File: config.mk
export PLATFORM = sky130hd
export DESIGN_NAME = rab_corner
export DESIGN_NICKNAME = d
export VERILOG_FILES = /design/src/rtl/core/rab_pkg.sv /design/src/rtl/core/rab_corner.sv
export SDC_FILE = /design/constraint.sdc
export NUM_CORES = 1
export LEC_CHECK = 0
export ABC_AREA = 1
export BUFFER_PORTS_ARGS = -buffer_cell sky130_fd_sc_hd__buf_4
export CAP_MARGIN = 30
export CORE_ASPECT_RATIO = 0.9
export CORE_MARGIN = 1
export CORE_UTILIZATION = 57
export DETAILED_ROUTE_END_ITERATION = 10
export HOLD_SLACK_MARGIN = 0.1
export PLACE_DENSITY = 0.95
export SETUP_SLACK_MARGIN = 0.1
export SYNTH_ARGS = -nofsm -noshare
export SYNTH_HDL_FRONTEND = slang
export SYNTH_SLANG_ARGS = --single-unit
File: constraint.sdc
create_clock -name clk -period 3.4 [get_ports clk]
set_input_delay 0.34 -clock clk [delete_from_list [all_inputs] [get_ports clk]]
set_output_delay 0.34 -clock clk [all_outputs]
set_load 0.01 [all_outputs]
File: src/rtl/core/rab_pkg.sv
package rab_pkg;

  localparam int unsigned COORD_W     = 32;
  localparam int unsigned EXT_W       = 31;
  localparam int unsigned REG_IDX_W   = 3;
  localparam int unsigned FRAC_BITS_DEF = 16;

  typedef enum logic [REG_IDX_W-1:0] {
    REG_COEFF_A = 3'd0,
    REG_COEFF_B = 3'd1,
    REG_COEFF_C = 3'd2,
    REG_COEFF_D = 3'd3,
    REG_SHIFT_X = 3'd4,
    REG_SHIFT_Y = 3'd5
  } reg_idx_t;

  typedef logic signed [COORD_W-1:0] coord_t;
  typedef logic [EXT_W-1:0] ext_t;

  // per-stage load enables for the axis pipelines
  typedef struct packed {
    logic prod;
    logic order;
    logic sum;
    logic span;
  } rab_ctl_t;

endpackage

File: src/rtl/core/rab_corner.sv
module rab_corner
  import rab_pkg::*;
(
  input  logic   clk,
  input  logic   en,
  input  coord_t rect_x,
  input  coord_t rect_y,
  input  coord_t rect_w,
  input  coord_t rect_h,
  output coord_t x0,
  output coord_t x1,
  output coord_t y0,
  output coord_t y1
);

  logic signed [COORD_W:0] x_sum;
  logic signed [COORD_W:0] y_sum;
  coord_t                  x_far;
  coord_t                  y_far;

  function automatic coord_t sat_add(input logic signed [COORD_W:0] v);
    coord_t r;
    if (v[COORD_W] != v[COORD_W-1]) begin
      r = v[COORD_W] ? {1'b1, {(COORD_W-1){1'b0}}} : {1'b0, {(COORD_W-1){1'b1}}};
    end else begin
      r = v[COORD_W-1:0];
    end
    return r;
  endfunction

  assign x_sum = (COORD_W+1)'(rect_x) + (COORD_W+1)'(rect_w);
  assign y_sum = (COORD_W+1)'(rect_y) + (COORD_W+1)'(rect_h);
  assign x_far = sat_add(x_sum);
  assign y_far = sat_add(y_sum);

  always_ff @(posedge clk) begin
    if (en) begin
      x0 <= rect_x;
      y0 <= rect_y;
      x1 <= x_far;
      y1 <= y_far;
    end
  end

endmodule

==> flow_metrics.py <==
metrics = {
    "die": {
        "fp.dieH_um": 121,
        "die_area_um2": 16100,
        "coreArea_um2": 15000,
        "ios": 258,
        "die_x_um": 134,
        "start_util_pct": 59.5,
        "num_rows": 42,
    },
    "critical_path": {
        "crit_type": "in2reg",
        "critPathBufInv": 4,
        "crit_fanout": 21,
        "end_kind": "register",
        "arrival_ns": 3.30,
        "slowest_stage": "dlygate4sd3_1",
        "cp_top_family": "simple AND/OR/NAND/NOR gates",
        "max_stage_delay_ns": 0.54,
        "cp.required_ns": 3.55,
        "cpMostUsedCell": "nand2_1",
        "cp-start-kind": "primary input",
        "crit_chain": "dlygate4sd3_1 > buf_4 > ha_1 > inv_1 > fa_1 > inv_1 > nand3_1 > nand2_1 > nand2_1 > nand2_2 > nand2_1 > nand2_2 > nand2_2 > nand2_2 > nand2_1 > nand2_2 > nand3_4 > nand2_1 > nand2_1",
    },
    "global_routing": {
        "grt_start_max_net_pins": 57,
        "grt-busiest-layer": "met2",
        "grt_util_met3_pct": 7.34,
        "grt_first_pass_wirelength_mm": 44.5,
        "grt_usage_pct": 36.6,
        "antenna_found_initial": 0,
        "gr-usage-met2_pct": 55.9,
        "met1_usage_pct": 50.2,
        "grt_pass1_vias": 8667,
        "grt-ovfl-total": 0,
    },
    "layout": {
        "drive_gt1_share_pct": 24.5,
        "fin_util_pct": 80.7,
        "diodes": 0,
        "fillers": 969,
        "layout.cells.non_filler": 1634,
        "syn2layout_area_growth_pct": 35.7,
        "final_net_count": 1619,
    },
    "routing": {
        "routedWlPerCell_um": 18.0,
        "avgViaCountPerCell": 5.53,
        "drtIter0Drc": 977,
        "via_count": 9029,
        "antenna_left": 0,
        "detail_route.wirelength_mm": 29.4,
        "drtPass1Iterations": 8,
        "drcViolationCount": 0,
    },
    "clocking": {
        "clk_pin_slew_worst_paths_ns": 0.07,
        "h-tree-depth": 4,
        "cts_root_buf": "clkbuf_16",
        "cts_buffer_depth": 2,
        "cts_tree": "built",
        "cts.sinks": 128,
        "numCtsBuffers": 17,
    },
    "placed_design": {
        "portBuffers": 257,
        "gp_congestion": 0.945,
        "pre_cts_ws_ns": 0.438,
        "hpwl_mm": 21.0,
        "dpl.cell_count": 1553,
    },
    "synthesis": {
        "synth_common_cells": "nand2_1, edfxtp_1, inv_1, nor2_1, ha_1",
        "syn_area_per_cell_um2": 8.06,
        "synthFlopType": "edfxtp_1",
        "async_flop_share_pct": 0,
        "synth_nets": 1302,
        "synth_top_area_share_pct": 43.1,
        "ys_ff_latch": 128,
        "yosysWarnings": 0,
        "synth.distinct_cells": 27,
        "synth.most_common_cell": "nand2_1",
        "netlist_instances": 1106,
        "synthTopCellsByArea": "edfxtp_1, nand2_1, ha_1",
        "synth_top_area_cell": "edfxtp_1",
        "seq_area_frac_synth_pct": 43.1,
        "synth_edf_count": 128,
        "syn_area_um2": 8910,
    },
    "sta": {
        "drv_slew": 0,
        "worst_slack_ns": 0.244,
        "min_period_over_period_pct": 92.8,
        "slew_headroom_pct": 57.6,
        "fmax_ghz": 0.317,
        "tns_ns": 0,
        "rsz0062_at_grt": "no",
        "worst_pin_slew_ns": 0.636,
        "hold_viol_final": 0,
        "finalCriticalPeriod_ns": 3.16,
        "setup_viol": 0,
    },
    "pwr": {
        "p_sw_share_pct": 34.4,
        "p_comb_share_pct": 32.6,
        "seq_power_share_pct": 36.1,
        "p_int_mw": 3.83,
        "power.density_nw_per_um2": 483,
        "power.leakage_nw": 6.15,
        "p_sw_mw": 2.01,
        "ir_worst_vdd_mv": 0.422,
        "p_clk_share_pct": 31.3,
    },
    "run": {
        "cap_violations": 0,
    },
    "outcome": {
        "status": "completed",
    },
    "min_path": {
        "hold_class": "in2reg",
    },
}
==> metrics by stage <==
stage | power [mW] | cell area (um2) | hold slack (ns)
after global placement | 3.84 | 11000 | 0.530
after CTS | 5.74 | 12000 | 0.101
after global routing | 6.06 | 12100 | 0.101
after floorplan | 3.15 | 8910 | 0.439
final | 5.84 | 12100 | 0.107
after detailed placement | 3.90 | 11000 | 0.532
==> cells in the final DEF, fill, tap and decap left out, types with 7 or more instances in the layout <==
cell type	Yosys	final
o21bai_1	14	14
ha_1	64	64
o21ai_0	12	12
dlygate4sd3_1	0	49
nor2_1	97	97
edfxtp_1	128	128
a21oi_1	63	63
clkbuf_16	0	17
clkinv_4	0	7
nand3b_1	16	16
nand2_2	22	22
xnor2_1	8	8
xor2_1	32	32
nand3_1	30	30
inv_1	123	123
o21ai_2	18	18
nand2_1	437	437
buf_4	0	258
==> flip-flops by register name, indices dropped and copies added, names as in the netlist <==
register	count
y1	32
y0	32
x0	32
x1	32
==> metal layers <==
layer | wire, um | up-vias
li1 | - | 4218
met1 | 11900 | 4066
met2 | 13000 | 628
met3 | 3280 | 117
met4 | 1190 | 0
met5 | 0 | -
==> power groups by stage <==
stage / Combinational, mW / Sequential, mW / Clock, mW
6_report: 1.90 / 2.11 / 1.83
5_1_grt: 2.04 / 2.12 / 1.89
4_1_cts: 1.82 / 2.11 / 1.81
3_5_place_dp: 1.76 / 2.13 / 0
3_3_place_gp: 1.71 / 2.13 / 0
2_1_floorplan: 0.908 / 2.24 / 0
==> path summary, 6_finish.rpt <==
path,startpoint,endpoint,slack (ns),depth (start not counted)
hold / removal,rect_x[13],x0[13],0.11,1
setup / recovery,rect_y[0],y1[8],0.24,19
==> area by class of cell <==
cell class / instances / area, um2 / share of cell area (%)
clock buffers: 18 / 429 / 3.55
clock inverters: 14 / 150 / 1.24
inverters: 128 / 480 / 3.97
multi-input cells: 840 / 4490 / 37.1
flip-flops and latches: 128 / 3840 / 31.8
well taps: 198 / 248 / 2.05
repair buffers: 308 / 2450 / 20.2
==> logic make-up after synthesis <==
| family | share of synthesized area, % |
|---|---|
| AND/OR/NAND/NOR | 29.2 |
| buffers and inverters | 6.66 |
| flip-flops | 43.1 |
| AO/OA/AOI/OAI | 7.61 |
| adder cells (fa/ha/maj) | 9.44 |
| XOR/XNOR | 3.93 |
==> what timing repair did <==
action                     CTS  global route
hold buffers                44             5
hold endpoints to repair    44             5
resized for setup            0             2
setup endpoints to repair    0            21
buffers inserted             0             0
Power figures use the tool's default switching activity.
